File: src/hw/rtl/tqbp_pkg.sv
package tqbp_pkg;

    // Entry type codes and the phrase operator code.
    localparam logic [7:0] QI_VAL     = 8'd1;
    localparam logic [7:0] QI_OPR     = 8'd2;
    localparam logic [7:0] OPC_PHRASE = 8'd4;

    // Length word that marks a null record.
    localparam logic [31:0] NULL_LENGTH = 32'hFFFF_FFFF;

    // Smallest legal record length: the body always holds the entry count.
    localparam logic [31:0] MIN_LENGTH = 32'd4;

    // Result queue geometry.
    localparam int QUEUE_DEPTH = 4;
    localparam int QUEUE_AW    = $clog2(QUEUE_DEPTH);
    localparam int QUEUE_CW    = $clog2(QUEUE_DEPTH + 1);

    typedef enum logic [3:0] {
        PH_LEN     = 4'd0,
        PH_COUNT   = 4'd1,
        PH_TYPE    = 4'd2,
        PH_WEIGHT  = 4'd3,
        PH_PREFIX  = 4'd4,
        PH_OPERAND = 4'd5,
        PH_OPER    = 4'd6,
        PH_DHI     = 4'd7,
        PH_DLO     = 4'd8,
        PH_SKIP    = 4'd9
    } t_phase;

    typedef enum logic [2:0] {
        EV_NULL      = 3'd0,
        EV_START     = 3'd1,
        EV_CHAR      = 3'd2,
        EV_VALUE_END = 3'd3,
        EV_OPERATOR  = 3'd4,
        EV_OTHER     = 3'd5,
        EV_REC_END   = 3'd6,
        EV_MALFORMED = 3'd7
    } t_event;

    typedef struct packed {
        t_event             event_res;
        logic [30:0]        entry_count;
        logic [7:0]         entry_type;
        logic [7:0]         weight;
        logic [7:0]         prefix_flag;
        logic [7:0]         operand_char;
        logic [7:0]         operator_code;
        logic signed [15:0] distance;
        logic               last_of_step;
    } t_result;

    // Results produced by one accepted byte: zero, one or two of them.
    typedef struct packed {
        logic [1:0] count;
        t_result    slot0;
        t_result    slot1;
    } t_push;

endpackage

File: src/hw/rtl/text_query_binary_parser.sv
// Byte-serial parser for length-prefixed binary full-text query records.
// The slave stream takes one raw byte per item on s_axis_tdata. The master
// stream returns one parse event per item: m_axis_tuser carries the event
// code, m_axis_tdata the entry fields, and m_axis_tlast marks the final event
// caused by a given input byte (a byte causes zero, one or two events).
// Each byte is decoded by a small state register and short decode logic in
// the cycle it is accepted; its events are registered in a four-entry result
// queue, from which the master side offers them in order.
// Throughput is one byte per cycle while the queue has room for two events;
// a byte is taken only then, so s_axis_tready drops when three or more
// events wait. A stalled receiver therefore stops the input as soon as
// three events are queued, which takes at most three more bytes that cause
// events; bytes that cause no event are taken until then. Nothing is lost
// or reordered. The synchronous active-low reset empties the queue and
// returns the parser to waiting for the first byte of a record length.
module text_query_binary_parser (
    input  logic        i_clk,
    input  logic        i_rst_n,
    input  logic        s_axis_tvalid,
    output logic        s_axis_tready,
    input  logic [7:0]  s_axis_tdata,   // [7:0] data_byte
    output logic        m_axis_tvalid,
    input  logic        m_axis_tready,
    // [30:0] entry_count, [38:31] entry_type, [46:39] weight,
    // [54:47] prefix_flag, [62:55] operand_char, [70:63] operator_code,
    // [86:71] distance, [87] zero pad
    output logic [87:0] m_axis_tdata,
    output logic [2:0]  m_axis_tuser,   // [2:0] event_res
    output logic        m_axis_tlast    // last_of_step
);

    logic               w_accept;
    tqbp_pkg::t_push    w_push;
    tqbp_pkg::t_result  w_out;

    assign w_accept = s_axis_tvalid && s_axis_tready;

    tqbp_parser u_parser (
        .i_clk   (i_clk),
        .i_rst_n (i_rst_n),
        .i_valid (w_accept),
        .i_byte  (s_axis_tdata),
        .o_push  (w_push)
    );

    tqbp_out_queue u_queue (
        .i_clk   (i_clk),
        .i_rst_n (i_rst_n),
        .i_push  (w_push),
        .o_room  (s_axis_tready),
        .o_valid (m_axis_tvalid),
        .i_ready (m_axis_tready),
        .o_data  (w_out)
    );

    assign m_axis_tdata = {1'b0, w_out.distance, w_out.operator_code, w_out.operand_char,
                           w_out.prefix_flag, w_out.weight, w_out.entry_type,
                           w_out.entry_count};
    assign m_axis_tuser = w_out.event_res;
    assign m_axis_tlast = w_out.last_of_step;

endmodule

File: src/hw/rtl/tqbp_parser.sv
module tqbp_parser (
    input  logic                 i_clk,
    input  logic                 i_rst_n,
    input  logic                 i_valid,
    input  logic [7:0]           i_byte,
    output tqbp_pkg::t_push      o_push
);

    tqbp_pkg::t_phase r_phase, n_phase;
    logic [1:0]       r_idx, n_idx;
    logic [23:0]      r_shift, n_shift;
    logic [30:0]      r_bytes_left, n_bytes_left;
    logic [30:0]      r_entries, n_entries;
    logic [7:0]       r_type, n_type;
    logic [7:0]       r_weight, n_weight;
    logic [7:0]       r_prefix, n_prefix;
    logic [7:0]       r_operator, n_operator;
    logic [7:0]       r_dist_hi, n_dist_hi;

    logic [31:0]        w_word;
    logic [30:0]        w_ent_dec;
    logic               w_prim_v;
    tqbp_pkg::t_result  w_prim;
    logic               w_end_v;
    tqbp_pkg::t_result  w_end;

    assign w_word    = {r_shift, i_byte};
    assign w_ent_dec = r_entries - 31'd1;

    always_comb begin
        n_phase      = r_phase;
        n_idx        = r_idx;
        n_shift      = r_shift;
        n_bytes_left = r_bytes_left;
        n_entries    = r_entries;
        n_type       = r_type;
        n_weight     = r_weight;
        n_prefix     = r_prefix;
        n_operator   = r_operator;
        n_dist_hi    = r_dist_hi;
        w_prim_v     = 1'b0;
        w_prim       = '0;
        w_end_v      = 1'b0;
        w_end        = '0;

        if (i_valid) begin
            if (r_phase == tqbp_pkg::PH_LEN) begin
                n_idx   = r_idx + 2'd1;
                n_shift = {r_shift[15:0], i_byte};
                if (r_idx == 2'd3) begin
                    n_shift = '0;
                    if (w_word == tqbp_pkg::NULL_LENGTH) begin
                        w_prim_v           = 1'b1;
                        w_prim.event_res   = tqbp_pkg::EV_NULL;
                    end else if (w_word[31] || (w_word < tqbp_pkg::MIN_LENGTH)) begin
                        w_prim_v           = 1'b1;
                        w_prim.event_res   = tqbp_pkg::EV_MALFORMED;
                    end else begin
                        n_bytes_left = w_word[30:0];
                        n_phase      = tqbp_pkg::PH_COUNT;
                    end
                end
            end else begin
                n_bytes_left = r_bytes_left - 31'd1;
                case (r_phase)
                    tqbp_pkg::PH_COUNT: begin
                        n_idx   = r_idx + 2'd1;
                        n_shift = {r_shift[15:0], i_byte};
                        if (r_idx == 2'd3) begin
                            n_shift  = '0;
                            w_prim_v = 1'b1;
                            if (w_word[31]) begin
                                w_prim.event_res = tqbp_pkg::EV_MALFORMED;
                                n_phase          = tqbp_pkg::PH_LEN;
                            end else begin
                                n_entries          = w_word[30:0];
                                w_prim.event_res   = tqbp_pkg::EV_START;
                                w_prim.entry_count = w_word[30:0];
                                n_phase = (w_word[30:0] != '0) ? tqbp_pkg::PH_TYPE
                                                               : tqbp_pkg::PH_SKIP;
                            end
                        end
                    end
                    tqbp_pkg::PH_TYPE: begin
                        n_type = i_byte;
                        if (i_byte == tqbp_pkg::QI_VAL) begin
                            n_phase = tqbp_pkg::PH_WEIGHT;
                        end else if (i_byte == tqbp_pkg::QI_OPR) begin
                            n_phase = tqbp_pkg::PH_OPER;
                        end else begin
                            w_prim_v          = 1'b1;
                            w_prim.event_res  = tqbp_pkg::EV_OTHER;
                            w_prim.entry_type = i_byte;
                            n_entries = w_ent_dec;
                            n_phase   = (w_ent_dec != '0) ? tqbp_pkg::PH_TYPE
                                                          : tqbp_pkg::PH_SKIP;
                        end
                    end
                    tqbp_pkg::PH_WEIGHT: begin
                        n_weight = i_byte;
                        n_phase  = tqbp_pkg::PH_PREFIX;
                    end
                    tqbp_pkg::PH_PREFIX: begin
                        n_prefix = i_byte;
                        n_phase  = tqbp_pkg::PH_OPERAND;
                    end
                    tqbp_pkg::PH_OPERAND: begin
                        w_prim_v           = 1'b1;
                        w_prim.entry_type  = r_type;
                        w_prim.weight      = r_weight;
                        w_prim.prefix_flag = r_prefix;
                        if (i_byte != 8'd0) begin
                            w_prim.event_res    = tqbp_pkg::EV_CHAR;
                            w_prim.operand_char = i_byte;
                        end else begin
                            w_prim.event_res = tqbp_pkg::EV_VALUE_END;
                            n_entries = w_ent_dec;
                            n_phase   = (w_ent_dec != '0) ? tqbp_pkg::PH_TYPE
                                                          : tqbp_pkg::PH_SKIP;
                        end
                    end
                    tqbp_pkg::PH_OPER: begin
                        n_operator = i_byte;
                        if (i_byte == tqbp_pkg::OPC_PHRASE) begin
                            n_phase = tqbp_pkg::PH_DHI;
                        end else begin
                            w_prim_v             = 1'b1;
                            w_prim.event_res     = tqbp_pkg::EV_OPERATOR;
                            w_prim.entry_type    = r_type;
                            w_prim.operator_code = i_byte;
                            n_entries = w_ent_dec;
                            n_phase   = (w_ent_dec != '0) ? tqbp_pkg::PH_TYPE
                                                          : tqbp_pkg::PH_SKIP;
                        end
                    end
                    tqbp_pkg::PH_DHI: begin
                        n_dist_hi = i_byte;
                        n_phase   = tqbp_pkg::PH_DLO;
                    end
                    tqbp_pkg::PH_DLO: begin
                        w_prim_v             = 1'b1;
                        w_prim.event_res     = tqbp_pkg::EV_OPERATOR;
                        w_prim.entry_type    = r_type;
                        w_prim.operator_code = r_operator;
                        w_prim.distance      = $signed({r_dist_hi, i_byte});
                        n_entries = w_ent_dec;
                        n_phase   = (w_ent_dec != '0) ? tqbp_pkg::PH_TYPE
                                                      : tqbp_pkg::PH_SKIP;
                    end
                    default: begin
                    end
                endcase

                // The last body byte closes the record, cleanly only if all
                // entries were complete.
                if ((n_phase != tqbp_pkg::PH_LEN) && (r_bytes_left == 31'd1)) begin
                    w_end_v         = 1'b1;
                    w_end.event_res = (n_phase == tqbp_pkg::PH_SKIP) ?
                                      tqbp_pkg::EV_REC_END : tqbp_pkg::EV_MALFORMED;
                    n_phase = tqbp_pkg::PH_LEN;
                    n_idx   = 2'd0;
                    n_shift = '0;
                end else if (n_phase == tqbp_pkg::PH_LEN) begin
                    n_idx   = 2'd0;
                    n_shift = '0;
                end
            end
        end
    end

    // Pack up to two results; in a pair, the record-end result comes second.
    always_comb begin
        o_push       = '0;
        o_push.count = {1'b0, w_prim_v} + {1'b0, w_end_v};
        o_push.slot0 = w_prim_v ? w_prim : w_end;
        o_push.slot0.last_of_step = !(w_prim_v && w_end_v);
        o_push.slot1 = w_end;
        o_push.slot1.last_of_step = 1'b1;
    end

    always_ff @(posedge i_clk) begin
        if (!i_rst_n) begin
            r_phase      <= tqbp_pkg::PH_LEN;
            r_idx        <= '0;
            r_shift      <= '0;
            r_bytes_left <= '0;
            r_entries    <= '0;
            r_type       <= '0;
            r_weight     <= '0;
            r_prefix     <= '0;
            r_operator   <= '0;
            r_dist_hi    <= '0;
        end else begin
            r_phase      <= n_phase;
            r_idx        <= n_idx;
            r_shift      <= n_shift;
            r_bytes_left <= n_bytes_left;
            r_entries    <= n_entries;
            r_type       <= n_type;
            r_weight     <= n_weight;
            r_prefix     <= n_prefix;
            r_operator   <= n_operator;
            r_dist_hi    <= n_dist_hi;
        end
    end

    // A pair of results only occurs when a record closes.
    a_pair_ends_record: assert property (@(posedge i_clk) disable iff (!i_rst_n)
        (o_push.count == 2'd2) |->
        ((o_push.slot1.event_res == tqbp_pkg::EV_REC_END) ||
         (o_push.slot1.event_res == tqbp_pkg::EV_MALFORMED)))
        else $error("second result is not a record close");

    // Body phases are never entered without a body byte budget.
    a_body_has_budget: assert property (@(posedge i_clk) disable iff (!i_rst_n)
        (r_phase != tqbp_pkg::PH_LEN) |-> (r_bytes_left != '0))
        else $error("body phase with no bytes left");

endmodule

File: src/hw/rtl/tqbp_out_queue.sv
module tqbp_out_queue (
    input  logic                i_clk,
    input  logic                i_rst_n,
    input  tqbp_pkg::t_push     i_push,
    output logic                o_room,
    output logic                o_valid,
    input  logic                i_ready,
    output tqbp_pkg::t_result   o_data
);

    tqbp_pkg::t_result                  r_mem [tqbp_pkg::QUEUE_DEPTH];
    logic [tqbp_pkg::QUEUE_AW-1:0]      r_wr, n_wr;
    logic [tqbp_pkg::QUEUE_AW-1:0]      r_rd, n_rd;
    logic [tqbp_pkg::QUEUE_CW-1:0]      r_count, n_count;
    logic [tqbp_pkg::QUEUE_AW-1:0]      w_wr1;
    logic                               w_pop;

    assign w_wr1   = r_wr + 1'b1;
    assign w_pop   = o_valid && i_ready;
    assign o_valid = (r_count != '0);
    assign o_data  = r_mem[r_rd];
    // Room for a whole pair is needed before another byte is taken.
    assign o_room  = (r_count <= tqbp_pkg::QUEUE_CW'(tqbp_pkg::QUEUE_DEPTH - 2));

    always_comb begin
        n_wr    = r_wr + i_push.count[tqbp_pkg::QUEUE_AW-1:0];
        n_rd    = r_rd + tqbp_pkg::QUEUE_AW'(w_pop);
        n_count = r_count + tqbp_pkg::QUEUE_CW'(i_push.count)
                          - tqbp_pkg::QUEUE_CW'(w_pop);
    end

    always_ff @(posedge i_clk) begin
        if (!i_rst_n) begin
            r_wr    <= '0;
            r_rd    <= '0;
            r_count <= '0;
        end else begin
            r_wr    <= n_wr;
            r_rd    <= n_rd;
            r_count <= n_count;
        end
    end

    always_ff @(posedge i_clk) begin
        if (i_push.count != 2'd0) begin
            r_mem[r_wr] <= i_push.slot0;
        end
        if (i_push.count == 2'd2) begin
            r_mem[w_wr1] <= i_push.slot1;
        end
    end

    a_no_overflow: assert property (@(posedge i_clk) disable iff (!i_rst_n)
        r_count <= tqbp_pkg::QUEUE_CW'(tqbp_pkg::QUEUE_DEPTH))
        else $error("result queue overflow");

    a_push_needs_room: assert property (@(posedge i_clk) disable iff (!i_rst_n)
        (i_push.count != 2'd0) |-> o_room)
        else $error("results pushed without room");

    a_pop_drains: assert property (@(posedge i_clk) disable iff (!i_rst_n)
        (w_pop && (i_push.count == 2'd0)) |=> (r_count == $past(r_count) - 1'b1))
        else $error("pop did not drain the queue");

endmodule

File: config.mk
export PLATFORM = sky130hd
export DESIGN_NAME = text_query_binary_parser
export DESIGN_NICKNAME = d
export VERILOG_FILES = /design/src/hw/rtl/tqbp_pkg.sv /design/src/hw/rtl/text_query_binary_parser.sv /design/src/hw/rtl/tqbp_parser.sv /design/src/hw/rtl/tqbp_out_queue.sv
export SDC_FILE = /design/constraint.sdc
export NUM_CORES = 1
export LEC_CHECK = 0
export ABC_AREA = 1
export BUFFER_PORTS_ARGS = -buffer_cell sky130_fd_sc_hd__buf_2
export CAP_MARGIN = 20
export CELL_PAD_IN_SITES_DETAIL_PLACEMENT = 1
export CELL_PAD_IN_SITES_GLOBAL_PLACEMENT = 1
export CORE_ASPECT_RATIO = 0.75
export CORE_UTILIZATION = 51
export CTS_CLUSTER_DIAMETER = 200
export DETAILED_ROUTE_END_ITERATION = 7
export GPL_TIMING_DRIVEN = 1
export PLACE_DENSITY = 0.95
export SLEW_MARGIN = 20
export SYNTH_ARGS = -nofsm -noshare
export SYNTH_HDL_FRONTEND = slang
export SYNTH_HIERARCHICAL = 1
export SYNTH_SLANG_ARGS = --single-unit
export TNS_END_PERCENT = 10
File: constraint.sdc
create_clock -name i_clk -period 19.89 [get_ports i_clk]
set_clock_uncertainty 0.2 [all_clocks]
set_input_delay 0.9945 -clock i_clk [delete_from_list [all_inputs] [get_ports i_clk]]
set_output_delay 0.9945 -clock i_clk [all_outputs]
set_load 0.1 [all_outputs]
==> impl_summary.txt <==
----------------------------------------------------
[Outcome]
  Result of the run ... finished clean

[Clock network]
  Cts repair resizes ... 0
  Number of buffers created by CTS ... 52
  Setup repair bufs after CTS ... 0
  Number of sinks handled by clock tree synthesis ... slightly above 500
  Clock tree buffer depth ... 3
  Clk_lat worst skew ... 630 ps
  Number of H-tree levels ... 2
  Number of hold-repair buffers added at the cts stage ... 0
  Clock tree from TritonCTS ... yes
  Post-CTS clock slew at the launch and capture registers of the worst setup and hold paths ... ~70 ps
  Cell chosen for the clock root ... sky130_fd_sc_hd__clkbuf_16

[Logic synthesis]
  Ys Warns ... 6
  Ranking of synthesized cells by area ... sky130_fd_sc_hd__edfxtp_1 (40%), sky130_fd_sc_hd__dfxtp_1 (10%), sky130_fd_sc_hd__nand2_1 (10%)
  Synthesized netlist cell count ... about 3,500
  Synthesized area divided by synthesized cell count ... approximately 7.9 um^2
  Number of library cell types mapped by synthesis ... 43
  Register area share after synthesis ... 0.5001
  Combined area of all synthesized cells ... 0.02742 mm^2
  Post-synthesis cell type with the largest combined area ... sky130_fd_sc_hd__edfxtp_1
  Total of flip-flops plus latches after synthesis ... 503
  Predominant post-synthesis flop cell ... sky130_fd_sc_hd__edfxtp_1
  Asr flop ratio synth ... 0
  Synth top area share ... 0.3986
  Number of synthesized flops with an enable pin ... 364

[Hold path]
  Worst Hold Launch ... u_parser/r_dist_hi[1]
  Worst hold-check path type ... reg2reg
  Hold path depth ... 2

[Critical path]
  Critical path startpoint ... u_parser/r_phase[0]
  Class of the most critical setup path ... reg2reg
  Required time at the worst-slack endpoint ... about 20,000 ps
  Data arrival at the endpoint of the critical path ... approximately 8000 ps
  Worst-path maximum fanout ... between 90 and 100
  Worst reg2reg path depth ... 21
  Top cell family by delay on the critical path ... simple AND/OR/NAND/NOR gates
  Number of cells on the critical path ... 21
  Critical Path Start Type ... flop
  Most repeated library cell on the critical path ... sky130_fd_sc_hd__buf_4
  Origin of the critical flop-to-flop path ... u_parser/r_phase[0]
  Cell with the largest stage delay on the worst path ... sky130_fd_sc_hd__buf_4
  Critical path capture point type ... flop
  Sequence of cells on the critical path ... nor2_1, nand3_2, nand2_1, nor3_4, buf_4, nand3_2, nor2_2, inv_2, nor2_4, buf_4, inv_2, a21oi_1, nand3_2, nand3_1, inv_1, ha_1, nor2_4, nand3_4, buf_4, nand2_4, buf_4
  Buffer and inverter count on the worst path ... 7
  Largest stage delay on the critical path ... between 700 and 800 ps

[GRT]
  Total routing resource utilization after global routing ... 0.3415
  Global-route wire length before repair ... 147,200 um
  Largest net degree at the start of global routing ... around 110
  Vias in the first global route ... about 26,000
  Remaining global-route overflow ... 0
  Number of antenna violations at the first check in global routing ... 0

[Layout]
  N_diodes ... 0
  Number of fill cells ... between 6,000 and 7,000
  Area growth, synth to finish ... 7.232%
  Storage cell area ... ~0.014 mm^2
  Number of nets at the end of the flow ... between 3,000 and 4,000
  Final design instance area without fill ... 0.02941 mm^2
  Share of post-route cells with drive strength above 1 ... 0.07161
  Footprint of the multi-input gates ... 0.01126 mm^2

[STA]
  Tightest slew margin relative to the limit ... 0.2355
  TNS Setup ... 0 ps
  Hold violation count in the final report ... 0
  Fmax ... roughly 130 MHz
  Setup repair after global routing missed its margin ... false
  Transition at the pin with the smallest max-transition slack ... between 1000 and 1500 ps
  Count of final max-slew check failures ... 0
  Setup WS post-layout ... roughly 12,000 ps
  Final clock period utilization by the worst path ... 0.3984
  Post-route minimum period ... 7924 ps
  Total setup violations reported at the end of the flow ... 0

[Pwr]
  Power density over the cells ... roughly 160 mW/mm^2
  Clock Power Share ... 0.214
  Sequential power share ... 0.281
  Internal ... 2.273 mW
  Net Sw Frac ... 0.5151
  Combinational cell fraction of total power ... 0.505
  Pleak ... ~11 nW
  Largest voltage drop on the vdd net ... 133.7 uV
  Power spent charging and discharging nets ... around 2.4 mW

[Detailed routing]
  Avg Vias per Cell ... just over 6
  Count of antenna-violating nets left after detailed routing ... 0
  Detailed Routing Iterations Pass 1 ... 6
  Vias after detailed routing ... about 26,000
  Total wirelength of the detailed-routed design ... roughly 95,000 um
  Detailed Route Iter0 Violations ... roughly 2,800
  Average detailed-routed wire length per instance ... between 20 and 25 um
  Final routed DRC violation total ... 0

[Die]
  Placement row count ... 73
  Total Die Area ... around 0.055 mm^2
  Die X-Extent ... approximately 270 um
  I/O pin cnt ... between 100 and 150
  Initial Utilization ... 0.5168
  Standard cell core area ... 0.05307 mm^2
  Vert. Die Dim ... 202.8 um

[Placement]
  RePlAce Congestion ... 0.9097
  Buffers on Ports ... roughly 100
  Sum of net half-perimeters after detailed placement ... 59,640 um
  Post-place setup slack ... approximately 12,000 ps
  Placed Area ... between 0.02 and 0.03 mm^2

[Job]
  Max_cap viols ... 0

----------------------------------------------------
-- registers in the layout, indices dropped and copies added, names as in the netlist --
| name | flops |
|---|---|
| u_parser/r_prefix | 8 |
| u_queue/r_count | 3 |
| u_parser/r_dist_hi | 8 |
| u_queue/r_rd | 2 |
| u_parser/r_type | 8 |
| u_parser/r_bytes_left | 31 |
| u_queue/r_wr | 2 |
| u_parser/r_phase | 4 |
| u_parser/r_weight | 8 |
| u_queue/r_mem | 364 |
| u_parser/r_entries | 31 |
| u_parser/r_idx | 2 |
| u_parser/r_shift | 24 |
| u_parser/r_operator | 8 |
-- power groups by stage --
stage / clock network (mW) / logic, mW / registers [mW]
after floorplan: 0 / 1.87 / 1.30
after global placement: 0 / 2.24 / 1.32
after detailed placement: 0 / 2.31 / 1.33
after CTS: 1.01 / 2.33 / 1.31
after global routing: 1.05 / 2.52 / 1.32
final: 1.00 / 2.37 / 1.32
-- cells in the mapped netlist (3+ instances only) --
master                     count
sky130_fd_sc_hd__nand2_1     730
sky130_fd_sc_hd__nor2_1      443
sky130_fd_sc_hd__o21ai_0     376
sky130_fd_sc_hd__edfxtp_1    364
sky130_fd_sc_hd__inv_1       289
sky130_fd_sc_hd__o21ai_1     289
sky130_fd_sc_hd__dfxtp_1     139
sky130_fd_sc_hd__buf_2       109
sky130_fd_sc_hd__a21oi_1     108
sky130_fd_sc_hd__o22ai_1     101
sky130_fd_sc_hd__buf_4        94
sky130_fd_sc_hd__clkbuf_1     93
sky130_fd_sc_hd__nand3_1      84
sky130_fd_sc_hd__nand4_1      54
sky130_fd_sc_hd__nor3_1       44
sky130_fd_sc_hd__a31oi_1      25
sky130_fd_sc_hd__xor2_1       11
sky130_fd_sc_hd__buf_6        10
sky130_fd_sc_hd__ha_1         10
sky130_fd_sc_hd__nor4_1       10
sky130_fd_sc_hd__a211oi_1      9
sky130_fd_sc_hd__nor2_2        8
sky130_fd_sc_hd__xnor2_1       8
sky130_fd_sc_hd__inv_2         6
sky130_fd_sc_hd__o211ai_1      6
sky130_fd_sc_hd__buf_1         4
sky130_fd_sc_hd__nand2_2       4
sky130_fd_sc_hd__nand3_2       4
sky130_fd_sc_hd__nand3b_1      4
sky130_fd_sc_hd__nor2_4        4
sky130_fd_sc_hd__o31ai_1       4
sky130_fd_sc_hd__clkinv_1      3
sky130_fd_sc_hd__conb_1        3
-- layout make-up --
type | count | share of cell area
inverter | 298 | 0.03812
clock inverter | 22 | 0.008170
timing repair buffer | 128 | 0.02396
tap | 712 | 0.03030
multi-input combinational | 2438 | 0.3830
sequential | 503 | 0.4666
clock buffer | 74 | 0.04987
-- logic make-up (layout without fill, tap and decap cells) --
| group | Yosys count | count (layout) | share of synthesized area |
|---|---|---|---|
| buffers and inverters | 608 | 522 | 0.1038 |
| adders and majority gates | 11 | 11 | 0.005293 |
| and+or+nand+nor | 1395 | 1395 | 0.2075 |
| xor gates and xnor gates | 19 | 19 | 0.006068 |
| other | 3 | 89 | 0.0004106 |
| DFF | 503 | 503 | 0.5001 |
| AOI/OAI and AO/OA | 924 | 924 | 0.1769 |
-- worst reg2reg max path, stage by stage (launching register included) --
cell and delay (ps):
sky130_fd_sc_hd__dfxtp_1 460, sky130_fd_sc_hd__nor2_1 120, sky130_fd_sc_hd__nand3_2 340, sky130_fd_sc_hd__nand2_1 220
sky130_fd_sc_hd__nor3_4 220, sky130_fd_sc_hd__buf_4 360, sky130_fd_sc_hd__nand3_2 150, sky130_fd_sc_hd__nor2_2 190
sky130_fd_sc_hd__inv_2 80, sky130_fd_sc_hd__nor2_4 70, sky130_fd_sc_hd__buf_4 530, sky130_fd_sc_hd__inv_2 470
sky130_fd_sc_hd__a21oi_1 310, sky130_fd_sc_hd__nand3_2 500, sky130_fd_sc_hd__nand3_1 320, sky130_fd_sc_hd__inv_1 160
sky130_fd_sc_hd__ha_1 420, sky130_fd_sc_hd__nor2_4 280, sky130_fd_sc_hd__nand3_4 90, sky130_fd_sc_hd__buf_4 420
sky130_fd_sc_hd__nand2_4 810, sky130_fd_sc_hd__buf_4 790
-- metal layers --
metal,part of all wire,global-route usage,vias up
li1,-,-,11450
met1,0.41,0.4477,12710
met2,0.48,0.5725,1177
met3,0.080,0.05322,252
met4,0.033,0.1272,0
met5,0,0,-
-- path summary, 6_finish.rpt --
check	slack (ps)	to
worst max-delay path	11970	u_queue/r_mem[0][6]
worst min-delay path	270	u_parser/r_dist_hi[1]
worst max register to register	11970	u_queue/r_mem[0][6]
worst min register to register	270	u_parser/r_dist_hi[1]
-- placed cells by master, fill, tap and decap left out, types with 9 or more instances in the layout --
cell type / synthesis / routed
sky130_fd_sc_hd__o21ai_0: 376 / 376
sky130_fd_sc_hd__edfxtp_1: 364 / 364
sky130_fd_sc_hd__nor4_1: 10 / 10
sky130_fd_sc_hd__o21ai_1: 289 / 289
sky130_fd_sc_hd__buf_2: 109 / 104
sky130_fd_sc_hd__ha_1: 10 / 10
sky130_fd_sc_hd__a211oi_1: 9 / 9
sky130_fd_sc_hd__clkbuf_16: 0 / 54
sky130_fd_sc_hd__nand4_1: 54 / 54
sky130_fd_sc_hd__nor2_2: 8 / 9
sky130_fd_sc_hd__conb_1: 3 / 89
sky130_fd_sc_hd__buf_4: 94 / 23
sky130_fd_sc_hd__nor2_1: 443 / 442
sky130_fd_sc_hd__a31oi_1: 25 / 25
sky130_fd_sc_hd__inv_1: 289 / 287
sky130_fd_sc_hd__o22ai_1: 101 / 101
sky130_fd_sc_hd__nand2_1: 730 / 723
sky130_fd_sc_hd__nand3_1: 84 / 83
sky130_fd_sc_hd__dfxtp_1: 139 / 137
sky130_fd_sc_hd__xor2_1: 11 / 11
sky130_fd_sc_hd__nor3_1: 44 / 44
sky130_fd_sc_hd__a21oi_1: 108 / 108
sky130_fd_sc_hd__clkbuf_1: 93 / 16
-- metrics by stage --
| step | utilization | hold WS (ps) | power (mW) | std cells |
|---|---|---|---|---|
| 5_1_grt | 0.5541 | 286.6 | 4.897 | 4175 |
| 3_3_place_gp | 0.5218 | 240.1 | 3.567 | 4079 |
| 4_1_cts | 0.5541 | 266.7 | 4.662 | 4175 |
| 3_5_place_dp | 0.5219 | 253.5 | 3.641 | 4079 |
| 2_1_floorplan | - | 229.5 | 3.164 | 3549 |
| 6_report | 0.5541 | 268.2 | 4.688 | 4175 |
Note: power is estimated with default switching activity, not from simulation.
